--- src/design/touch_report_tracker_defines.svh ---
// Assertion macros shared by the touch report tracker modules.
`ifndef TOUCH_REPORT_TRACKER_DEFINES_SVH
`define TOUCH_REPORT_TRACKER_DEFINES_SVH

// Same-cycle check, muted while reset is held.
`define TRT_ASSERT_NOW(lbl, ante, cons) \
  lbl: assert property (@(posedge clk) disable iff (!rst_n) (ante) |-> (cons)) \
    else $error("touch report tracker check failed");

// Next-cycle check, muted while reset is held.
`define TRT_ASSERT_NEXT(lbl, ante, cons) \
  lbl: assert property (@(posedge clk) disable iff (!rst_n) (ante) |=> (cons)) \
    else $error("touch report tracker check failed");

`endif

--- src/design/trt_pkg.sv ---
// Types, constants and helpers shared by the touch report tracker.
package trt_pkg;

  localparam int NPTS_MAX = 5;
  localparam int COORD_W  = 16;
  localparam int MASK_W   = 8;
  localparam int IDX_W    = 3;

  typedef logic [COORD_W-1:0] coord_t;
  typedef logic [MASK_W-1:0]  mask_t;

  // Configuration register indexes
  typedef enum logic [0:0] {
    REG_MAX_X = 1'b0,
    REG_MAX_Y = 1'b1
  } cfg_reg_t;

  localparam coord_t MAX_X_RST   = 16'd800;
  localparam coord_t MAX_Y_RST   = 16'd480;
  localparam coord_t CLEARED     = 16'hFFFF;
  localparam mask_t  PRESS_BIT   = 8'h80;
  localparam mask_t  CAUGHT_BIT  = 8'h40;
  localparam mask_t  NOTOUCH_SEL = 8'h8F;
  localparam mask_t  NOTOUCH_VAL = 8'h80;
  localparam mask_t  KEEP_NOPRS  = 8'h7F;
  localparam mask_t  KEEP_HIGH   = 8'hE0;
  localparam logic [7:0] POLL_LIMIT  = 8'd240;
  localparam logic [7:0] POLL_RELOAD = 8'd10;
  localparam logic [7:0] POLL_EARLY  = 8'd10;
  localparam logic [3:0] MOD_LAST    = 4'd9;

  // Result flags that travel with one tick's snapshot
  typedef struct packed {
    mask_t mask;
    logic  new_touch;
    logic  clear_req;
  } trt_flags_t;

  // Valid-slot bits for a touch count of one to five
  function automatic logic [4:0] low_mask(input logic [3:0] cnt);
    logic [4:0] m;
    unique case (cnt)
      4'd1:    m = 5'b00001;
      4'd2:    m = 5'b00011;
      4'd3:    m = 5'b00111;
      4'd4:    m = 5'b01111;
      4'd5:    m = 5'b11111;
      default: m = 5'b00000;
    endcase
    return m;
  endfunction

endpackage

--- src/design/trt_core.sv ---
// Tracker state and the per-tick update of poll counter, touch mask and slots.
`include "touch_report_tracker_defines.svh"

module trt_core #(
  parameter int NUM_POINTS = 5
) (
  input  logic                                     clk,
  input  logic                                     rst_n,
  input  logic                                     cfg_we_i,
  input  logic                                     cfg_index_i,
  input  trt_pkg::coord_t                          cfg_wdata_i,
  input  logic                                     fire_i,
  input  logic [7:0]                               status_i,
  input  trt_pkg::coord_t [trt_pkg::NPTS_MAX-1:0]  pt_x_i,
  input  trt_pkg::coord_t [trt_pkg::NPTS_MAX-1:0]  pt_y_i,
  output trt_pkg::coord_t [NUM_POINTS-1:0]         trk_x_o,
  output trt_pkg::coord_t [NUM_POINTS-1:0]         trk_y_o,
  output trt_pkg::trt_flags_t                      flags_o
);
  import trt_pkg::*;

  logic [7:0] poll_r, poll_nxt;
  logic [3:0] mod_r, mod_nxt;
  mask_t      flags_r, flags_nxt;
  coord_t [NUM_POINTS-1:0] trk_x_r, trk_y_r, trk_x_nxt, trk_y_nxt;
  coord_t     max_x_r, max_y_r;

  logic [7:0] pc1, poll_pre;
  logic [3:0] pc1_mod, cnt;
  logic       sampled, cnt_ok, clr, load, bad, rollback, take, notouch;
  mask_t      flags_pre;

  // Poll counter step; mod_r tracks poll_r modulo ten
  always_comb begin
    pc1     = poll_r + 8'd1;
    pc1_mod = (poll_r == 8'hFF || mod_r == MOD_LAST) ? 4'd0 : mod_r + 4'd1;
    sampled = (pc1_mod == 4'd0) || (pc1 < POLL_EARLY);
  end

  // Report decode
  always_comb begin
    cnt      = status_i[3:0];
    cnt_ok   = cnt <= 4'(NUM_POINTS);
    clr      = sampled && status_i[7] && cnt_ok;
    load     = sampled && (cnt != 4'd0) && cnt_ok;
    bad      = (pt_x_i[0] > max_x_r) || (pt_y_i[0] > max_y_r);
    rollback = load && bad && (cnt == 4'd1);
    take     = load && !rollback;
    notouch  = rollback || (sampled && ((status_i & NOTOUCH_SEL) == NOTOUCH_VAL));
    flags_pre = take ? (PRESS_BIT | CAUGHT_BIT | {3'b000, low_mask(cnt)}) : flags_r;
  end

  // Slot loading, backup copy of slot 0 and release handling
  always_comb begin
    trk_x_nxt = trk_x_r;
    trk_y_nxt = trk_y_r;
    for (int i = 1; i < NUM_POINTS; i++) begin
      if (load && i == NUM_POINTS - 1) begin
        trk_x_nxt[i] = trk_x_r[0];
        trk_y_nxt[i] = trk_y_r[0];
      end
      if (load && 4'(i) < cnt) begin
        trk_x_nxt[i] = pt_x_i[i];
        trk_y_nxt[i] = pt_y_i[i];
      end
    end
    // slot 0: out-of-range point falls back to point 1
    if (take) begin
      trk_x_nxt[0] = bad ? pt_x_i[1] : pt_x_i[0];
      trk_y_nxt[0] = bad ? pt_y_i[1] : pt_y_i[0];
    end
    flags_nxt = flags_pre;
    if (notouch) begin
      if (flags_pre[7]) begin
        flags_nxt = flags_pre & KEEP_NOPRS;
      end else begin
        flags_nxt    = flags_pre & KEEP_HIGH;
        trk_x_nxt[0] = CLEARED;
        trk_y_nxt[0] = CLEARED;
      end
    end
    poll_pre = take ? 8'd0 : pc1;
    poll_nxt = (poll_pre > POLL_LIMIT) ? POLL_RELOAD : poll_pre;
    mod_nxt  = (take || poll_pre > POLL_LIMIT) ? 4'd0 : pc1_mod;
  end

  // State registers
  always_ff @(posedge clk) begin
    if (!rst_n) begin
      poll_r  <= '0;
      mod_r   <= '0;
      flags_r <= '0;
      trk_x_r <= '0;
      trk_y_r <= '0;
    end else if (fire_i) begin
      poll_r  <= poll_nxt;
      mod_r   <= mod_nxt;
      flags_r <= flags_nxt;
      trk_x_r <= trk_x_nxt;
      trk_y_r <= trk_y_nxt;
    end
  end

  // Limit registers
  always_ff @(posedge clk) begin
    if (!rst_n) begin
      max_x_r <= MAX_X_RST;
      max_y_r <= MAX_Y_RST;
    end else if (cfg_we_i) begin
      case (cfg_index_i)
        REG_MAX_X: max_x_r <= cfg_wdata_i;
        REG_MAX_Y: max_y_r <= cfg_wdata_i;
        default:   ;
      endcase
    end
  end

  assign trk_x_o = trk_x_nxt;
  assign trk_y_o = trk_y_nxt;
  assign flags_o = '{mask: flags_nxt, new_touch: load, clear_req: clr};

  `TRT_ASSERT_NOW(a_poll_range, 1'b1, poll_r <= POLL_LIMIT)
  `TRT_ASSERT_NOW(a_mod_range, 1'b1, mod_r <= MOD_LAST)
  `TRT_ASSERT_NEXT(a_take_rearms, fire_i && take, (poll_r == 8'd0) && flags_r[6])

endmodule

--- src/design/trt_emit.sv ---
// Result buffer: holds one tick's slots and sends them one per cycle while out_ready is high.
`include "touch_report_tracker_defines.svh"

module trt_emit #(
  parameter int NUM_POINTS = 5
) (
  input  logic                                clk,
  input  logic                                rst_n,
  input  logic                                load_i,
  input  trt_pkg::coord_t [NUM_POINTS-1:0]    x_i,
  input  trt_pkg::coord_t [NUM_POINTS-1:0]    y_i,
  input  trt_pkg::trt_flags_t                 flags_i,
  output logic                                can_load_o,
  output logic                                out_valid,
  input  logic                                out_ready,
  output logic [trt_pkg::IDX_W-1:0]           out_slot_index,
  output trt_pkg::coord_t                     out_slot_x,
  output trt_pkg::coord_t                     out_slot_y,
  output trt_pkg::mask_t                      out_touch_mask,
  output logic                                out_new_touch,
  output logic                                out_clear_request,
  output logic                                out_last_slot
);
  import trt_pkg::*;

  localparam logic [IDX_W-1:0] LAST_IDX = IDX_W'(NUM_POINTS - 1);

  logic                    busy_r;
  logic [IDX_W-1:0]        idx_r;
  coord_t [NUM_POINTS-1:0] sx_r, sy_r;
  trt_flags_t              flg_r;
  logic                    last, pop;

  assign last       = idx_r == LAST_IDX;
  assign pop        = busy_r && out_ready;
  assign can_load_o = !busy_r || (out_ready && last);

  // Control: busy flag and slot counter
  always_ff @(posedge clk) begin
    if (!rst_n) begin
      busy_r <= 1'b0;
      idx_r  <= '0;
    end else if (load_i) begin
      busy_r <= 1'b1;
      idx_r  <= '0;
    end else if (pop) begin
      if (last) begin
        busy_r <= 1'b0;
      end else begin
        idx_r <= idx_r + 1'b1;
      end
    end
  end

  // Slot shift line: the head is always the slot on the port
  always_ff @(posedge clk) begin
    if (load_i) begin
      sx_r  <= x_i;
      sy_r  <= y_i;
      flg_r <= flags_i;
    end else if (pop) begin
      for (int i = 0; i < NUM_POINTS - 1; i++) begin
        sx_r[i] <= sx_r[i+1];
        sy_r[i] <= sy_r[i+1];
      end
    end
  end

  assign out_valid         = busy_r;
  assign out_slot_index    = idx_r;
  assign out_slot_x        = sx_r[0];
  assign out_slot_y        = sy_r[0];
  assign out_touch_mask    = flg_r.mask;
  assign out_new_touch     = flg_r.new_touch;
  assign out_clear_request = flg_r.clear_req;
  assign out_last_slot     = last;

  `TRT_ASSERT_NEXT(a_load_starts, load_i, busy_r && (idx_r == '0))
  `TRT_ASSERT_NOW(a_idx_bound, busy_r, idx_r <= LAST_IDX)

endmodule

--- src/design/touch_report_tracker.sv ---
// Top level of the touch report tracker: input register, state update, result buffer.
//
// Each input request is one scan tick carrying the controller status byte and five
// coordinate pairs; it yields NUM_POINTS results, slot 0 first, the last one flagged
// by out_last_slot. A request is held in an input register, the tracker state is
// updated as the tick moves into the result buffer, and the buffer then presents
// one slot per cycle while out_ready is high. The first result passes through the
// input register and then the result buffer before it reaches the port, and the
// single result port carries the slots one at a time. A new request is taken while
// the previous tick's results are still being delivered. The limits max_x (index 0)
// and max_y (index 1) should only be written while idle.
module touch_report_tracker #(
  parameter int NUM_POINTS = 5
) (
  input  logic                          clk,
  input  logic                          rst_n,
  input  logic                          cfg_we,
  input  logic                          cfg_index,
  input  trt_pkg::coord_t               cfg_wdata,
  input  logic                          in_valid,
  output logic                          in_ready,
  input  logic [7:0]                    in_status_byte,
  input  trt_pkg::coord_t               in_pt0_x,
  input  trt_pkg::coord_t               in_pt0_y,
  input  trt_pkg::coord_t               in_pt1_x,
  input  trt_pkg::coord_t               in_pt1_y,
  input  trt_pkg::coord_t               in_pt2_x,
  input  trt_pkg::coord_t               in_pt2_y,
  input  trt_pkg::coord_t               in_pt3_x,
  input  trt_pkg::coord_t               in_pt3_y,
  input  trt_pkg::coord_t               in_pt4_x,
  input  trt_pkg::coord_t               in_pt4_y,
  output logic                          out_valid,
  input  logic                          out_ready,
  output logic [trt_pkg::IDX_W-1:0]     out_slot_index,
  output trt_pkg::coord_t               out_slot_x,
  output trt_pkg::coord_t               out_slot_y,
  output trt_pkg::mask_t                out_touch_mask,
  output logic                          out_new_touch,
  output logic                          out_clear_request,
  output logic                          out_last_slot
);
  import trt_pkg::*;

  logic                    in_vld_r;
  logic [7:0]              status_r;
  coord_t [NPTS_MAX-1:0]   ptx_r, pty_r;
  logic                    fire, can_load;
  coord_t [NUM_POINTS-1:0] trk_x, trk_y;
  trt_flags_t              flags;

  assign fire     = in_vld_r && can_load;
  assign in_ready = !in_vld_r || fire;

  // Input register
  always_ff @(posedge clk) begin
    if (!rst_n) begin
      in_vld_r <= 1'b0;
    end else if (in_valid && in_ready) begin
      in_vld_r <= 1'b1;
    end else if (fire) begin
      in_vld_r <= 1'b0;
    end
  end

  always_ff @(posedge clk) begin
    if (in_valid && in_ready) begin
      status_r <= in_status_byte;
      ptx_r    <= {in_pt4_x, in_pt3_x, in_pt2_x, in_pt1_x, in_pt0_x};
      pty_r    <= {in_pt4_y, in_pt3_y, in_pt2_y, in_pt1_y, in_pt0_y};
    end
  end

  trt_core #(.NUM_POINTS(NUM_POINTS)) u_core (
    .clk         (clk),
    .rst_n       (rst_n),
    .cfg_we_i    (cfg_we),
    .cfg_index_i (cfg_index),
    .cfg_wdata_i (cfg_wdata),
    .fire_i      (fire),
    .status_i    (status_r),
    .pt_x_i      (ptx_r),
    .pt_y_i      (pty_r),
    .trk_x_o     (trk_x),
    .trk_y_o     (trk_y),
    .flags_o     (flags)
  );

  trt_emit #(.NUM_POINTS(NUM_POINTS)) u_emit (
    .clk               (clk),
    .rst_n             (rst_n),
    .load_i            (fire),
    .x_i               (trk_x),
    .y_i               (trk_y),
    .flags_i           (flags),
    .can_load_o        (can_load),
    .out_valid         (out_valid),
    .out_ready         (out_ready),
    .out_slot_index    (out_slot_index),
    .out_slot_x        (out_slot_x),
    .out_slot_y        (out_slot_y),
    .out_touch_mask    (out_touch_mask),
    .out_new_touch     (out_new_touch),
    .out_clear_request (out_clear_request),
    .out_last_slot     (out_last_slot)
  );

endmodule

--- config.mk ---
export PLATFORM = sky130hd
export DESIGN_NAME = touch_report_tracker
export DESIGN_NICKNAME = d
export VERILOG_FILES = /design/src/design/trt_pkg.sv /design/src/design/trt_core.sv /design/src/design/trt_emit.sv /design/src/design/touch_report_tracker.sv
export VERILOG_INCLUDE_DIRS = /design/src /design/src/design
export SDC_FILE = /design/constraint.sdc
export NUM_CORES = 1
export LEC_CHECK = 0
export ABC_AREA = 1
export BUFFER_PORTS_ARGS = -buffer_cell sky130_fd_sc_hd__buf_2
export CORE_MARGIN = 1.5
export CORE_UTILIZATION = 45
export CTS_BUF_LIST = sky130_fd_sc_hd__clkbuf_16
export CTS_CLUSTER_DIAMETER = 30
export CTS_CLUSTER_SIZE = 28
export DETAILED_ROUTE_END_ITERATION = 7
export HOLD_SLACK_MARGIN = 0.15
export SLEW_MARGIN = 20
export SYNTH_ARGS = -nofsm -noshare
export SYNTH_HDL_FRONTEND = slang
export SYNTH_HIERARCHICAL = 1
export SYNTH_SLANG_ARGS = --single-unit
--- constraint.sdc ---
create_clock -name clk -period 11.7 [get_ports clk]
set_input_delay 1.755 -clock clk [delete_from_list [all_inputs] [get_ports clk]]
set_output_delay 1.755 -clock clk [all_outputs]
set_load 0.03 [all_outputs]
==> flow_metrics.tcl <==
set metrics [dict create \
    io-pin-count 238 \
    clock_tree.htree_level_count 3 \
    power.total_mw 6.19 \
    start_util_pct 45.7 \
    area_growth_from_synthesis_to_layout_pct 21.0 \
    final-max-slew-violation-count 0 \
    grt_antenna_before_repair 2 \
    finish.instance_area_um2 29900 \
    crit_path_start_kind "register" \
    die_x_extent_um 238 \
    gp_routability_congestion 0.875 \
    outcome "complete, no violations" \
    power_per_cell_area_nw_per_um2 207 \
    aggregate_negative_setup_slack_ps 0 \
    time_the_worst_path_needs_with_i_o_delays_and_setup_ps 4770 \
    final_setup_violation_count 0 \
    layout_common_cells "nand2_1 (900), inv_1 (364), edfxtp_1 (335)" \
    worst-path-max-fanout 35 \
    synth_instances 2841 \
    clk_transition_reported_paths_ps 50 \
    core_area_um2 54100 \
    power.static_leakage_nw 14.1 \
    hold_crit_path_type "register to register" \
    timing.critical_path.slowest_stage_cell "nand2_2" \
    first_pass_grt_wire_length_um 104000 \
    reg2reg_to "u_emit/out_slot_x[14]" \
    post-route-period-util_pct 40.7 \
    cts_sinks 552 \
    min_path_cells 2 \
    cap_violations 0 \
    hold_end "u_core/max_y_r[1]" \
    grt_remaining_overflow 0 \
    final.setup_skew_ps 19.6 \
    grt_setup_unrepaired "false" \
    groute.layer.met1.usage_pct 31.0 \
    arrival_time_reported_for_the_critical_path_endpoint_ps 5170 \
    reg2reg_from "ptx_r[15]" \
    ctsResizeCount 0 \
    grt_max_degree 166 \
    fraction_of_final_layout_cells_with_drive_strength_greater_than_1_pct 14.8 \
    fmaxAchievable_mhz 210 \
    holdCritStartpoint "u_core/max_y_r[1]" \
    drtPass1Iterations 5 \
    synth.net_count 3068 \
    clockRootBuffer "clkbuf_16" \
    hpwl_um 44600 \
    critical_path_class "register to register" \
    track_usage_pct 24.3 \
    path_common_cell "nand2_1" \
    globalRoute.busiestLayer "met2" \
    wirelength_um 69500 \
    cp_slowest_stage_delay_ps 710 \
    tritoncts "yes" \
    ir_drop_mv 0.150 \
    die_height_um 238 \
    slew_at_the_pin_with_the_worst_max_slew_slack_ps 1150 \
    worstPathRequired_ps 12110 \
    postCtsSetupBuffers 0 \
    placement.io_buffers 234 \
    post_drt_wl_per_cell_um 18.2 \
    first_global_vias 18800 \
    depth_of_the_worst_register_to_register_path 16 \
    cts-buffers-inserted 120 \
    std_cell_rows 85 \
    clk-insertion-delay-late_ps 660 \
    finalHoldViolCount 0 \
    dr_drc_count 0 \
    gr-usage-met2_pct 39.2 \
    synth.yosys.warnings 6 \
    grt_util_met3_pct 4.75 \
    clock_path_buffers 3 \
    drtAntennaViolNets 0 \
    n_antenna_cell 0 \
    worst_path_cell_chain "ha_1 > nand2_1 > nor2_1 > nand3_1 > nor2_1 > nand4_1 > nand2_1 > buf_4 > nand2_2 > nand2_1 > nand2_1 > nand3_2 > buf_4 > nand3_1 > nand2_1 > nand2_1" \
    holdBufCountCts 0 \
    nNetsFinal 3250 \
    fin_worst_setup_slack_ps 6930 \
    finalHoldWorstSlack_ps 459 \
    worst_setup_path_end_kind "register" \
    placement.setup.worst_slack_ps 6640 \
    route.detailed.vias_per_inst 5.16 \
    avgSynthCellArea_um2 8.71 \
    die_area_um2 56400 \
    detailedRoute.firstIterationViolations 1568 \
    syn_area_um2 24800 \
    dpl_cell_area_um2 25900 \
    timing.reg2reg.setup_slack_ps 6930 \
    slew_headroom_pct 23.2 \
    total_number_of_vias 19700 \
    mostFrequentLayoutCell "nand2_1" \
]
[sequential cells by signal, indices dropped and copies added (netlist names)]
signal and flops:
u_core/flags_r 8, u_emit/out_slot_y 16, u_emit/out_slot_index 3, u_core/mod_r 4, u_emit/out_slot_x 16, pty_r 80
u_emit/out_touch_mask 8, u_core/max_y_r 16, u_emit/out_new_touch 1, status_r 5, u_emit/sx_r 64, in_vld_r 1
u_core/trk_x_r 80, u_emit/out_clear_request 1, u_core/max_x_r 16, ptx_r 80, u_core/trk_y_r 80, u_core/poll_r 8
u_emit/sy_r 64, u_emit/out_valid 1
[worst max path at each step]
stage,cells after the start,start,slack (ps),end
floorplan,4,out_ready,1060,ptx_r[0]
global placement,8,out_ready,6690,u_emit/sy_r[19]
detailed placement,8,out_ready,6640,u_emit/sy_r[18]
CTS,16,ptx_r[15],7010,u_emit/out_slot_x[13]
global route,16,ptx_r[15],6610,u_emit/out_slot_x[13]
finish,16,ptx_r[15],6930,u_emit/out_slot_x[14]
[per-stage QoR]
| stage | util (%) | instances |
|---|---|---|
| global placement | 47.9 | 3597 |
| floorplan | - | 2841 |
| finish | 55.3 | 3827 |
| global route | 55.3 | 3827 |
| CTS | 55.3 | 3827 |
| detailed placement | 47.9 | 3597 |
[final cells by class]
type	instances	area [µm²]
sequential	552	14400
clock buffer	124	3100
multi-input combinational	1748	8000
fill	4847	24200
inverter	350	1330
clock inverter	106	928
tap	696	871
timing repair buffer	251	1310
[where the power goes]
part	switching, mW	internal (mW)	total, mW
registers	0.0710	2.24	2.31
logic	0.426	0.174	0.600
clock network	1.07	2.21	3.27
[critical path, delay by kind of cell, from the launching register on]
kind | cells | cell delay (ps)
DFF | 1 | 470
buffers and inverters | 2 | 830
adders and majority gates | 1 | 340
and+or+nand+nor | 13 | 2810
[layer usage]
layer,share of wire [%],vias to the layer above
met4,5.0,2
met1,42,9332
met5,0.019,-
met2,47,650
met3,6.5,153
li1,-,9610
Note: power is estimated with default switching activity, not from simulation.
